===== src/mtnc_pkg.sv =====
package mtnc_pkg;

   // Characters that steer the tag scanner
   localparam logic [7:0] CH_LT    = 8'h3C;
   localparam logic [7:0] CH_GT    = 8'h3E;
   localparam logic [7:0] CH_SLASH = 8'h2F;
   localparam logic [7:0] CH_SPACE = 8'h20;

   // Error codes, first one found is kept
   localparam logic [2:0] ERR_NONE     = 3'd0;
   localparam logic [2:0] ERR_UNCLOSED = 3'd1;
   localparam logic [2:0] ERR_EMPTY    = 3'd2;
   localparam logic [2:0] ERR_MISMATCH = 3'd3;
   localparam logic [2:0] ERR_OPEN     = 3'd4;
   localparam logic [2:0] ERR_LONG     = 3'd5;
   localparam logic [2:0] ERR_OVERFLOW = 3'd6;

   // Document verdict handed from the parser to the output register
   typedef struct packed {
      logic       done;
      logic       doc_ok;
      logic [2:0] err;
   } mtnc_result_type;

   // Sticky error: only the first error is recorded
   function automatic logic [2:0] mtnc_raise(input logic [2:0] cur, input logic [2:0] kind);
      mtnc_raise = (cur == ERR_NONE) ? kind : cur;
   endfunction

endpackage


===== src/mtnc_parser.sv =====
module mtnc_parser
   import mtnc_pkg::*;
#(
   parameter int STACK_DEPTH    = 64,
   parameter int MAX_NAME_BYTES = 16,
   localparam int CNT_W  = $clog2(MAX_NAME_BYTES + 1),
   localparam int SP_W   = $clog2(STACK_DEPTH + 1),
   localparam int IDX_W  = $clog2(STACK_DEPTH),
   localparam int ADDR_W = $clog2(STACK_DEPTH * MAX_NAME_BYTES)
) (
   input  logic              clock,
   input  logic              reset,
   input  logic              take,
   input  logic [7:0]        text_byte,
   input  logic              end_of_doc,
   output logic              byte_we,
   output logic [ADDR_W-1:0] byte_waddr,
   output logic [7:0]        byte_wdata,
   output logic [ADDR_W-1:0] byte_raddr,
   input  logic [7:0]        byte_rdata,
   output logic              len_we,
   output logic [IDX_W-1:0]  len_waddr,
   output logic [CNT_W-1:0]  len_wdata,
   output logic [IDX_W-1:0]  len_raddr,
   input  logic [CNT_W-1:0]  len_rdata,
   output mtnc_result_type   result
);

   localparam int AW1 = ADDR_W + 1;

   localparam logic [1:0] MODE_OUT   = 2'd0;
   localparam logic [1:0] MODE_START = 2'd1;
   localparam logic [1:0] MODE_NAME  = 2'd2;
   localparam logic [1:0] MODE_REST  = 2'd3;

   logic [1:0]       mode_ff, mode_in;
   logic             closing_ff, closing_in;
   logic [CNT_W-1:0] cnt_ff, cnt_in;
   logic             slash_ff, slash_in;
   logic [SP_W-1:0]  sp_ff, sp_in;
   logic [2:0]       sticky_ff, sticky_in;
   logic             mism_ff, mism_in;

   logic is_lt, is_gt, is_slash, is_space;
   logic in_name, open_slash, do_open, do_finish, do_name, do_rest;
   logic cnt_full, sp_full, sp_empty;
   logic [IDX_W-1:0] top_in;

   // Byte classes
   assign is_lt    = (text_byte == CH_LT);
   assign is_gt    = (text_byte == CH_GT);
   assign is_slash = (text_byte == CH_SLASH);
   assign is_space = (text_byte == CH_SPACE);

   // What this byte does to the tag scanner
   assign in_name    = (mode_ff == MODE_START) || (mode_ff == MODE_NAME);
   assign open_slash = (mode_ff == MODE_START) && !closing_ff && is_slash;
   assign do_open    = (mode_ff == MODE_OUT) && is_lt;
   assign do_finish  = ((in_name && !open_slash) || (mode_ff == MODE_REST)) && is_gt;
   assign do_name    = in_name && !open_slash && !is_gt && !is_space && !is_slash;
   assign do_rest    = in_name && !open_slash && !is_gt && (is_space || is_slash);

   assign cnt_full = (cnt_ff == CNT_W'(MAX_NAME_BYTES));
   assign sp_full  = (sp_ff == SP_W'(STACK_DEPTH));
   assign sp_empty = (sp_ff == '0);

   // Write side always points at the free row above the top
   assign byte_waddr = ADDR_W'(AW1'(sp_ff) * AW1'(MAX_NAME_BYTES) + AW1'(cnt_ff));
   assign byte_wdata = text_byte;
   assign len_waddr  = IDX_W'(sp_ff);
   assign len_wdata  = cnt_ff;

   // Prefetch the top entry at the next state's position
   assign top_in     = IDX_W'(sp_in - SP_W'(1));
   assign byte_raddr = ADDR_W'(AW1'(top_in) * AW1'(MAX_NAME_BYTES) + AW1'(cnt_in));
   assign len_raddr  = top_in;

   // Next state
   always_comb begin
      mode_in    = mode_ff;
      closing_in = closing_ff;
      cnt_in     = cnt_ff;
      slash_in   = slash_ff;
      sp_in      = sp_ff;
      sticky_in  = sticky_ff;
      mism_in    = mism_ff;
      byte_we    = 1'b0;
      len_we     = 1'b0;
      result     = '0;
      if (take) begin
         slash_in = is_slash;
         if (do_open) begin
            mode_in    = MODE_START;
            closing_in = 1'b0;
            cnt_in     = '0;
            mism_in    = 1'b0;
         end
         if (open_slash) begin
            closing_in = 1'b1;
         end
         if (do_rest) begin
            mode_in = MODE_REST;
         end
         // Name byte: store it or compare against the top entry
         if (do_name) begin
            mode_in = MODE_NAME;
            if (cnt_full) begin
               sticky_in = mtnc_raise(sticky_in, ERR_LONG);
            end else begin
               cnt_in = cnt_ff + CNT_W'(1);
               if (!closing_ff) begin
                  byte_we = !sp_full;
               end else if (sp_empty || (cnt_ff >= len_rdata) || (byte_rdata != text_byte)) begin
                  mism_in = 1'b1;
               end
            end
         end
         // End of tag: push, pop or skip
         if (do_finish) begin
            mode_in = MODE_OUT;
            if (cnt_ff == '0) begin
               sticky_in = mtnc_raise(sticky_in, ERR_EMPTY);
            end else if (slash_ff) begin
               sticky_in = sticky_ff;
            end else if (!closing_ff) begin
               if (sp_full) begin
                  sticky_in = mtnc_raise(sticky_in, ERR_OVERFLOW);
               end else begin
                  len_we = 1'b1;
                  sp_in  = sp_ff + SP_W'(1);
               end
            end else if (sp_empty || mism_ff || (cnt_ff != len_rdata)) begin
               sticky_in = mtnc_raise(sticky_in, ERR_MISMATCH);
            end else begin
               sp_in = sp_ff - SP_W'(1);
            end
         end
         // Last byte: final checks, verdict, back to the start state
         if (end_of_doc) begin
            if (mode_in != MODE_OUT) begin
               sticky_in = mtnc_raise(sticky_in, ERR_UNCLOSED);
            end
            if (sp_in != '0) begin
               sticky_in = mtnc_raise(sticky_in, ERR_OPEN);
            end
            result.done   = 1'b1;
            result.doc_ok = (sticky_in == ERR_NONE);
            result.err    = sticky_in;
            mode_in    = MODE_OUT;
            closing_in = 1'b0;
            cnt_in     = '0;
            slash_in   = 1'b0;
            sp_in      = '0;
            sticky_in  = ERR_NONE;
            mism_in    = 1'b0;
         end
      end
   end

   always_ff @(posedge clock) begin
      if (reset) begin
         mode_ff    <= MODE_OUT;
         closing_ff <= 1'b0;
         cnt_ff     <= '0;
         slash_ff   <= 1'b0;
         sp_ff      <= '0;
         sticky_ff  <= ERR_NONE;
         mism_ff    <= 1'b0;
      end else begin
         mode_ff    <= mode_in;
         closing_ff <= closing_in;
         cnt_ff     <= cnt_in;
         slash_ff   <= slash_in;
         sp_ff      <= sp_in;
         sticky_ff  <= sticky_in;
         mism_ff    <= mism_in;
      end
   end

endmodule


===== config.mk =====
export PLATFORM = sky130hd
export DESIGN_NAME = mtnc_parser
export DESIGN_NICKNAME = d
export VERILOG_FILES = /design/src/mtnc_pkg.sv /design/src/mtnc_parser.sv
export SDC_FILE = /design/constraint.sdc
export NUM_CORES = 1
export LEC_CHECK = 0
export ABC_AREA = 1
export BUFFER_PORTS_ARGS = -buffer_cell sky130_fd_sc_hd__buf_2
export CAP_MARGIN = 30
export CORE_UTILIZATION = 58
export CTS_CLUSTER_DIAMETER = 120
export CTS_CLUSTER_SIZE = 40
export DETAILED_ROUTE_END_ITERATION = 8
export HOLD_SLACK_MARGIN = 0.06
export PLACE_DENSITY = 0.91
export RECOVER_POWER = 100
export REMOVE_ABC_BUFFERS = 1
export SYNTH_ARGS = -nofsm -noshare
export SYNTH_HDL_FRONTEND = slang
export SYNTH_SLANG_ARGS = --single-unit

===== constraint.sdc =====
create_clock -name clock -period 4.81 [get_ports clock]
set_input_delay 0.481 -clock clock [delete_from_list [all_inputs] [get_ports clock]]
set_output_delay 0.481 -clock clock [all_outputs]
set_load 0.01 [all_outputs]

==> results of run 1 <==
## worst register-to-register path: stages (launching register included)
cell and delay, ns:
sky130_fd_sc_hd__dfxtp_1 0.42, sky130_fd_sc_hd__inv_1 0.13, sky130_fd_sc_hd__ha_1 0.32, sky130_fd_sc_hd__inv_1 0.04, sky130_fd_sc_hd__nor2_1 0.11, sky130_fd_sc_hd__nand3_1 0.13
sky130_fd_sc_hd__nor2_1 0.33, sky130_fd_sc_hd__nand2_1 0.15, sky130_fd_sc_hd__o22ai_1 0.18, sky130_fd_sc_hd__nand2_1 0.07, sky130_fd_sc_hd__nand2_1 0.09, sky130_fd_sc_hd__nand2_1 0.05
sky130_fd_sc_hd__o21ai_0 0.21, sky130_fd_sc_hd__inv_1 0.16, sky130_fd_sc_hd__nor2_1 0.10
## sequential cells by signal (all words and copies together) (netlist names)
signal / count
closing_ff: 1
len_wdata: 5
slash_ff: 1
mism_ff: 1
mode_ff: 2
sp_ff: 7
sticky_ff: 3
## worst paths after layout
kind | end | slack (ns) | cells past startpoint
worst min-delay path | mism_ff | 0.50 | 2
worst min register to register | mism_ff | 0.50 | 2
worst max-delay path | byte_raddr[9] | 0.70 | 21
worst max register to register | sp_ff[5] | 2.25 | 14
## report_power, final
group	switching [mW]	internal (mW)
Combinational	0.0332	0.0195
Sequential	0.0000429	0.165
Clock	0.0651	0.111
## stage by stage
stage          util, %  power (mW)
6_report          65.6       0.395
5_1_grt           65.6       0.406
4_1_cts           68.1       0.396
3_5_place_dp      66.5       0.223
3_3_place_gp      66.5       0.222
2_1_floorplan        -       0.194
## final cells by class
class / count / area [sq um] / area share, %
clock buffer: 3 / 41.3 / 1.43
tap: 52 / 65.1 / 2.25
timing repair buffer: 77 / 332 / 11.5
clock inverter: 1 / 30.0 / 1.04
sequential: 20 / 400 / 13.8
inverter: 61 / 229 / 7.91
multi-input combinational: 315 / 1800 / 62.1
## cell usage in the layout (no fill, tap or decap), drive strengths merged
cell type,synthesis,final
buf,26,32
nor3,7,7
clkinv,1,1
nand4,12,12
dfxtp,20,20
a21boi,1,1
xor2,11,11
nand3b,1,1
o311ai,2,2
nand3,33,33
nor3b,1,1
nor2,46,46
o2111ai,2,2
xnor2,9,9
o22ai,2,2
a311oi,1,1
a2bb2oi,2,2
clkbuf,4,48
a21oi,22,22
or2,1,1
o211ai,3,3
o21ai,20,20
a31oi,2,2
nor4,3,3
nand2,116,116
inv,60,60
ha,18,18
bufinv,0,1
## layer usage
| metal | wire (microns) | up-vias | share of wire [%] | GRT usage [%] |
|---|---|---|---|---|
| met2 | 3260 | 119 | 47 | 47.6 |
| met1 | 2990 | 1310 | 44 | 36.7 |
| met4 | 91 | 0 | 1.3 | 7.56 |
| met5 | 0 | - | 0 | 0 |
| li1 | - | 1458 | - | - |
| met3 | 533 | 9 | 7.8 | 3.46 |
## cells by family (layout without fill, tap and decap cells)
logic type                 Yosys count  after routing  share of synthesized area (%)
adders and majority gates           18             18                           8.29
DFF                                 20             20                           14.7
and+or+nand+nor                    220            220                           40.6
xor gates and xnor gates            20             20                           6.45
buffers and inverters               92            142                           17.0
AOI/OAI and AO/OA                   57             57                           12.9
==> results.toml, run 1 <==
[worst_setup_path]
cpMaxStageDelayCell = "sky130_fd_sc_hd__dfxtp_1"
worst_path_largest_cell_delay_ns = 0.42
critPathKind = "flip-flop to output pin"
critical_path.max_fanout = 10
critical_path.n_buffers_inverters = 3
startpoint = "len_wdata[0]"
startpoint_type = "flip-flop"
crit_path_end_kind = "output pin"
critPathRequiredTime_ns = 4.33
worstPathCellList = "inv_1 > ha_1 > inv_1 > nor2_1 > nand2_1 > nor2_1 > nand2_2 > nand2_1 > nand4_1 > o21ai_0 > nand2_2 > a21oi_4 > ha_1 > nand3_1 > nor2_1 > nand2_1 > nand2_1 > nand3_1 > nand2_1 > nand2_1 > buf_2"
cell_seen_most_often_among_critical_path_stages = "sky130_fd_sc_hd__nand2_1"
timing.critical_path.arrival_ns = 3.63
regToRegStartpoint = "len_wdata[0]"
cpLargestDelayFamily = "simple AND/OR/NAND/NOR gates"

[global_route]
grt_antenna_before_repair = 0
grt_first_pass_wirelength_mm = 11.5
grt_max_degree = 21
grt.overflow.total = 0
grt_use_total_pct = 27.9
first_global_vias = 2647

[logic_synthesis]
yosys.area.top_type_share_pct = 14.7
synth.top_cells.by_area = "sky130_fd_sc_hd__dfxtp_1, sky130_fd_sc_hd__nand2_1, sky130_fd_sc_hd__ha_1"
synth.distinct_cells = 45
synthArstFlopShare_pct = 0
most_common_flop_cell_mapped_by_yosys = "sky130_fd_sc_hd__dfxtp_1"
synth-edff-count = 0
synthMostInstantiatedCell = "sky130_fd_sc_hd__nand2_1"
yosysWarningCount = 0
post-synth-top-area-cell = "sky130_fd_sc_hd__dfxtp_1"
synth_common_cells = "sky130_fd_sc_hd__nand2_1, sky130_fd_sc_hd__inv_1, sky130_fd_sc_hd__nor2_1"
syn-mean-instance-area_sq_um = 6.36
synthesis_stage_register_bit_count = 20
netlist_instances = 427
synth-seq-area-share_pct = 14.7
post_synthesis_cell_area_sq_um = 2720

[sta]
setup-tns-final_ns = 0
finalClockSkew_ns = 0.00903
worst-slew-pin-transition_ns = 1.17
highest_clock_rate_mhz = 243
setup-violations-final = 0
whs_ns = 0.497
slew_violations = 0
fin_crit_ns = 4.11
finalHoldViolations = 0
fin_ws_ns = 0.697
grt_setup_unrepaired = "no"
final_min_period_over_clock_period_pct = 85.5
relSlewSlack_pct = 21.4

[final_layout]
finalNetCount = 521
num_antenna_cells = 0
final_cell_area_sq_um = 2900
fill_cells = 395
area_growth_syn_to_layout_pct = 6.59
final_layout_size_suffix_gt1_share_pct = 14.9
fin_cells = 529

[clock_network]
ctsHtreeMaxLevel = 1
max-clock-path-buffers = 2
clock_tree_from_tritoncts = "built"
post_cts_buffers = 0
ctsHoldBuffers = 0
cts_root_buffer = "sky130_fd_sc_hd__clkbuf_8"
cts-buffers-inserted = 3
cts.sink_count = 20
clkLatencyLatePin_ns = 0.27
cts_repair_resize_count = 0
cts_clock_pin_slew_for_the_worst_setup_and_hold_paths_ns = 0.09

[floorplan]
ioPinCount = 77
rows = 24
die_h_microns = 70.4
core-area_sq_um = 4410
floorplan.die_area_sq_um = 4960
die_width_microns = 70.4
initial_utilization_pct = 61.5

[drt]
viasPerCell = 5.47
post_detailed_route_count_of_antenna_violating_nets = 0
drtIter0Drc = 256
num_vias = 2896
route.detailed.drc = 0
drt_first_pass_iters = 5
post_drt_wl_per_cell_microns = 13.0
finalWirelength_mm = 6.88

[place]
placed_cells = 525
placement.setup.worst_slack_ns = 1.19
dp.final_hpwl_mm = 5.31
numPortBuffers = 76
post_place_cell_area_sq_um = 2940
final_gp_congestion = 0.933

[flow_run]
maxCapViolCount = 0

[power]
cellPowerDensity_nw_per_um2 = 136
vdd.ir_drop.worst_mv = 0.0786
p_leak_nw = 1.39

[run_status]
run_status = "finished clean"

[min_path]
hold_startpoint = "mism_ff"
worstHoldPathType = "flip-flop to flip-flop"
Note: power is estimated with default switching activity, not from simulation.
==> inputs of run 2 (changes only) <==
--- a/config.mk
+++ b/config.mk
@@ -8,12 +8,12 @@
 export ABC_AREA = 1
 export BUFFER_PORTS_ARGS = -buffer_cell sky130_fd_sc_hd__buf_2
 export CAP_MARGIN = 30
-export CORE_UTILIZATION = 58
+export CORE_UTILIZATION = 51
 export CTS_CLUSTER_DIAMETER = 120
 export CTS_CLUSTER_SIZE = 40
 export DETAILED_ROUTE_END_ITERATION = 8
 export HOLD_SLACK_MARGIN = 0.06
-export PLACE_DENSITY = 0.91
+export PLACE_DENSITY = 0.84
 export RECOVER_POWER = 100
 export REMOVE_ABC_BUFFERS = 1
 export SYNTH_ARGS = -nofsm -noshare
==> run 2 against run 1 <==
Compared with the run above:
- clock power is essentially flat
- hold slack lost 0.0099 ns
- via count shrank 0.79%
- setup slack lost 0.093 ns
- global-route usage shrank 1.5 points
- utilization shrank 8.5 points
- sequential cell count is the same
- design area grew 0.78%
- routed wire length shrank 0.15%
- combinational power shrank 0.8%
==> results.toml, run 2 (synthesized netlist as in run 1, its figures left out) <==
[drt]
num_vias = 2873
viasPerCell = 5.25
post_detailed_route_count_of_antenna_violating_nets = 0
finalWirelength_mm = 6.87
drt_first_pass_iters = 5
drtIter0Drc = 278
route.detailed.drc = 0
post_drt_wl_per_cell_microns = 12.6

[worst_setup_path]
critPathRequiredTime_ns = 4.33
startpoint_type = "flip-flop"
timing.critical_path.arrival_ns = 3.73
cpLargestDelayFamily = "simple AND/OR/NAND/NOR gates"
critical_path.n_buffers_inverters = 4
cell_seen_most_often_among_critical_path_stages = "sky130_fd_sc_hd__nand2_1"
critical_path_cell_count = 22
critical_path.max_fanout = 10
cpMaxStageDelayCell = "sky130_fd_sc_hd__dfxtp_1"
crit_path_end_kind = "output pin"
worst_path_largest_cell_delay_ns = 0.43
critPathKind = "flip-flop to output pin"
worstRegToRegCells = 12
worstPathCellList = "inv_1 > ha_1 > inv_1 > nor2_1 > nand2_1 > nor2_1 > nand2_2 > nand2_1 > nand4_1 > o21ai_0 > nand2_2 > a21oi_4 > ha_1 > inv_1 > nand3_1 > nand2_2 > nor2_2 > nand3_1 > nor2_1 > nand2_1 > nand2_1 > buf_2"

[floorplan]
die_h_microns = 75.0
ioPinCount = 77
die_width_microns = 75.0
rows = 26
floorplan.die_area_sq_um = 5620
core-area_sq_um = 5110
initial_utilization_pct = 53.2

[place]
dp.final_hpwl_mm = 5.49
final_gp_congestion = 1.01
numPortBuffers = 76

[flow_run]
maxCapViolCount = 0

[sta]
fin_crit_ns = 4.21
finalHoldViolations = 0
highest_clock_rate_mhz = 238
slew_violations = 0
setup-tns-final_ns = 0
setup-violations-final = 0
final_min_period_over_clock_period_pct = 87.5
worst-slew-pin-transition_ns = 1.27
grt_setup_unrepaired = "no"
relSlewSlack_pct = 15.1
finalClockSkew_ns = 0.00441

[clock_network]
cts_clock_pin_slew_for_the_worst_setup_and_hold_paths_ns = 0.08
cts-buffers-inserted = 3
ctsHoldBuffers = 0
clkLatencyLatePin_ns = 0.27
cts.sink_count = 20
cts_root_buffer = "sky130_fd_sc_hd__clkbuf_8"
max-clock-path-buffers = 2
ctsHtreeMaxLevel = 1
clock_tree_from_tritoncts = "built"
post_cts_buffers = 0
cts_repair_resize_count = 0

[final_layout]
area_growth_syn_to_layout_pct = 7.42
num_antenna_cells = 0
mostFrequentLayoutCells = "sky130_fd_sc_hd__nand2_1, sky130_fd_sc_hd__inv_1, sky130_fd_sc_hd__clkbuf_1, sky130_fd_sc_hd__nor2_1, sky130_fd_sc_hd__buf_2"
largest_register_ff_count = 7
finalNetCount = 521
layout.core_utilization_pct = 57.1
largest-register = "sp_ff"
mostFrequentLayoutCell = "sky130_fd_sc_hd__nand2_1"
final_layout_size_suffix_gt1_share_pct = 14.7

[global_route]
grt_first_pass_wirelength_mm = 11.6
grt_use_total_pct = 26.4
grt_util_met2_pct = 43.1
grt_max_degree = 21
grt.overflow.total = 0
globalRouteMet1Util_pct = 36.4
first_global_vias = 2591
top_usage_layer = "met2"
grt_antenna_before_repair = 0
grt.met3_usage_pct = 5.22

[power]
p_leak_nw = 1.39
cellPowerDensity_nw_per_um2 = 135
vdd.ir_drop.worst_mv = 0.136

[min_path]
min_delay_path_depth = 2
worstHoldPathType = "flip-flop to flip-flop"

[run_status]
run_status = "finished clean"
run 2: path summary, 6_finish.rpt:
check / endpoint / slack (ns) / startpoint
worst max register to register: sp_ff[6] / 2.21 / len_wdata[0]
worst max-delay path: byte_raddr[9] / 0.60 / len_wdata[0]
worst min-delay path: mism_ff / 0.49 / mism_ff
worst min register to register: mism_ff / 0.49 / mism_ff
run 2: worst min-delay path: stages, from the launching register on:
cell,delay [ns]
sky130_fd_sc_hd__dfxtp_1,0.33
sky130_fd_sc_hd__nand2_1,0.06
sky130_fd_sc_hd__a21oi_1,0.05
run 2: layer usage:
metal  vias up  wire, microns
met5         -              0
met4         0             38
met3         8            475
met2       117           3170
met1      1290           3190
li1       1458              -
run 2: report_power, final:
part           internal (mW)  switching (mW)  leakage [nW]
registers              0.165       0.0000421         0.161
clock network          0.111          0.0640        0.0357
logic                 0.0194          0.0329          1.20
run 2: metrics by stage:
stage / hold slack [ns] / cells / worst slack [ns] / total power [mW] / area [sq um]
6_report: 0.487 / 547 / 0.604 / 0.393 / 2920
4_1_cts: 0.491 / 547 / 0.875 / 0.395 / 3030
5_1_grt: 0.514 / 547 / 0.286 / 0.406 / 2920
3_3_place_gp: 0.477 / 543 / 1.21 / 0.222 / 2960
2_1_floorplan: 0.453 / 396 / 1.41 / 0.194 / 2480
3_5_place_dp: 0.478 / 543 / 1.15 / 0.223 / 2960
run 2: layout make-up:
cell class,instances,area [sq um]
clock buffers,3,41.3
clock inverters,1,30.0
fillers,545,2190
inverters,61,229
multi-input cells,315,1800
flip-flops and latches,20,400
well taps,70,87.6
repair buffers,77,332
==> inputs of run 3 (changes only) <==
--- a/config.mk
+++ b/config.mk
@@ -6,14 +6,14 @@
 export NUM_CORES = 1
 export LEC_CHECK = 0
 export ABC_AREA = 1
-export BUFFER_PORTS_ARGS = -buffer_cell sky130_fd_sc_hd__buf_2
 export CAP_MARGIN = 30
 export CORE_UTILIZATION = 51
 export CTS_CLUSTER_DIAMETER = 120
 export CTS_CLUSTER_SIZE = 40
 export DETAILED_ROUTE_END_ITERATION = 8
+export DONT_BUFFER_PORTS = 1
 export HOLD_SLACK_MARGIN = 0.06
-export PLACE_DENSITY = 0.84
+export PLACE_DENSITY = 0.72
 export RECOVER_POWER = 100
 export REMOVE_ABC_BUFFERS = 1
 export SYNTH_ARGS = -nofsm -noshare
==> constraint.sdc (replaced) <==
create_clock -name clock -period 4.81 [get_ports clock]
set_input_delay 0.2405 -clock clock [delete_from_list [all_inputs] [get_ports clock]]
set_output_delay 0.2405 -clock clock [all_outputs]
set_load 0.01 [all_outputs]
==> run 3 against run 2 <==
Compared with the run above:
- cell count is 14% lower
- power is 4.3% lower
- sequential share of layout area is 1.7 points higher
- global-route usage is 2.0 points lower
- critical path type unchanged
==> results.toml, run 3 (synthesized netlist as in run 1, its figures left out) <==
[place]
numPortBuffers = 0
dp.final_hpwl_mm = 4.98
final_gp_congestion = 0.916
post_place_cell_area_sq_um = 2570

[sta]
relSlewSlack_pct = 14.3
finalClockSkew_ns = 0.00829
setup-tns-final_ns = 0
final_min_period_over_clock_period_pct = 83.6
slew_violations = 0
worst-slew-pin-transition_ns = 1.28
fin_crit_ns = 4.02
finalHoldViolations = 0
grt_setup_unrepaired = "no"
setup-violations-final = 0
highest_clock_rate_mhz = 249

[final_layout]
largest_register_ff_count = 7
final_layout_size_suffix_gt1_share_pct = 9.23
area_growth_syn_to_layout_pct = -4.56
num_antenna_cells = 0
final_cell_area_sq_um = 2590
mostFrequentLayoutCells = "sky130_fd_sc_hd__nand2_1, sky130_fd_sc_hd__inv_1, sky130_fd_sc_hd__nor2_1, sky130_fd_sc_hd__nand3_1"
largest-register = "sp_ff"
mostFrequentLayoutCell = "sky130_fd_sc_hd__nand2_1"
finalNetCount = 445

[worst_setup_path]
cpMaxStageDelayCell = "sky130_fd_sc_hd__dfxtp_1"
critical_path.max_fanout = 10
timing.critical_path.arrival_ns = 3.78
crit_path_end_kind = "output pin"
worst_path_largest_cell_delay_ns = 0.52
startpoint_type = "flip-flop"
worstPathCellList = "inv_1 > ha_1 > inv_1 > nor2_1 > nand2_1 > nor2_1 > nand2_2 > nand2_1 > nand4_1 > o21ai_0 > nand2_2 > a21oi_4 > ha_1 > inv_1 > nand2_1 > nor2_1 > nand3_1 > nor2_1 > nand2_1 > nand2_1"
critPathKind = "flip-flop to output pin"
cell_seen_most_often_among_critical_path_stages = "sky130_fd_sc_hd__nand2_1"
critPathRequiredTime_ns = 4.57

[drt]
post_drt_wl_per_cell_microns = 13.6
drt_first_pass_iters = 4
viasPerCell = 5.43
route.detailed.drc = 0
num_vias = 2556
finalWirelength_mm = 6.38
post_detailed_route_count_of_antenna_violating_nets = 0
drtIter0Drc = 141

[run_status]
run_status = "finished clean"

[clock_network]
cts-buffers-inserted = 3
clkLatencyLatePin_ns = 0.27
max-clock-path-buffers = 2
cts.sink_count = 20
clock_tree_from_tritoncts = "built"
post_cts_buffers = 0
ctsHtreeMaxLevel = 1
cts_root_buffer = "sky130_fd_sc_hd__clkbuf_8"
cts_clock_pin_slew_for_the_worst_setup_and_hold_paths_ns = 0.09
cts_repair_resize_count = 0

[floorplan]
core-area_sq_um = 5110
die_h_microns = 75.0
initial_utilization_pct = 53.2
floorplan.die_area_sq_um = 5620
die_width_microns = 75.0
rows = 26
ioPinCount = 77

[global_route]
grt_use_total_pct = 24.4
grt.overflow.total = 0
grt_antenna_before_repair = 0
grt_max_degree = 21
grt_first_pass_wirelength_mm = 10.6
first_global_vias = 2312

[flow_run]
maxCapViolCount = 0

[power]
vdd.ir_drop.worst_mv = 0.110
p_leak_nw = 1.23
cellPowerDensity_nw_per_um2 = 145

[min_path]
worstHoldPathType = "input port to flip-flop"
[run 3: repair_timing]
item | 4_1_cts | 5_1_grt
endpoints found under the setup margin | 0 | 0
hold endpoints to repair | 20 | 0
hold buffers | 1 | 0
[run 3: layout make-up]
cell class                 instances  area [sq um]
fill                             560          2510
multi-input combinational        315          1790
sequential                        20           400
inverter                          61           229
tap                               70          87.6
clock buffer                       3          41.3
clock inverter                     1          30.0
timing repair buffer               1          10.0
[run 3: worst max-delay path, delay by kind of cell, from the launching register on]
| family | cells | cell delay (ns) |
|---|---|---|
| AO/OA/AOI/OAI | 2 | 0.62 |
| buffers and inverters | 3 | 0.31 |
| flip-flops | 1 | 0.52 |
| AND/OR/NAND/NOR | 13 | 1.43 |
| adder cells (fa/ha/maj) | 2 | 0.61 |
[run 3: final timing paths]
check / startpoint / to / slack, ns / depth (start not counted)
max: len_wdata[0] / byte_raddr[9] / 0.79 / 20
min reg2reg: mism_ff / mism_ff / 0.51 / 2
min: take / sticky_ff[0] / 0.14 / 2
max reg2reg: len_wdata[0] / sp_ff[6] / 2.12 / 12
[run 3: stage by stage]
stage	hold slack, ns	worst slack (ns)	cells	util, %	total power [mW]
after floorplan	0.310	1.65	396	-	0.194
after global placement	0.315	1.42	466	50.3	0.198
after detailed placement	0.318	1.32	466	50.3	0.199
after CTS	0.143	1.01	471	51.9	0.381
after global routing	0.148	0.404	471	50.8	0.389
final	0.141	0.788	471	50.8	0.376
[run 3: per-layer routing]
metal,vias up,GRT usage (%),wire (microns)
li1,1312,-,-
met1,1171,32.9,3030
met2,67,39.4,2970
met3,6,4.55,334
met4,0,7.34,51
met5,-,0,0
[run 3: power by group]
| group | internal [mW] | leakage, nW | switching [mW] |
|---|---|---|---|
| Clock | 0.111 | 0.0357 | 0.0662 |
| Combinational | 0.0112 | 1.03 | 0.0219 |
| Sequential | 0.165 | 0.161 | 0.0000540 |
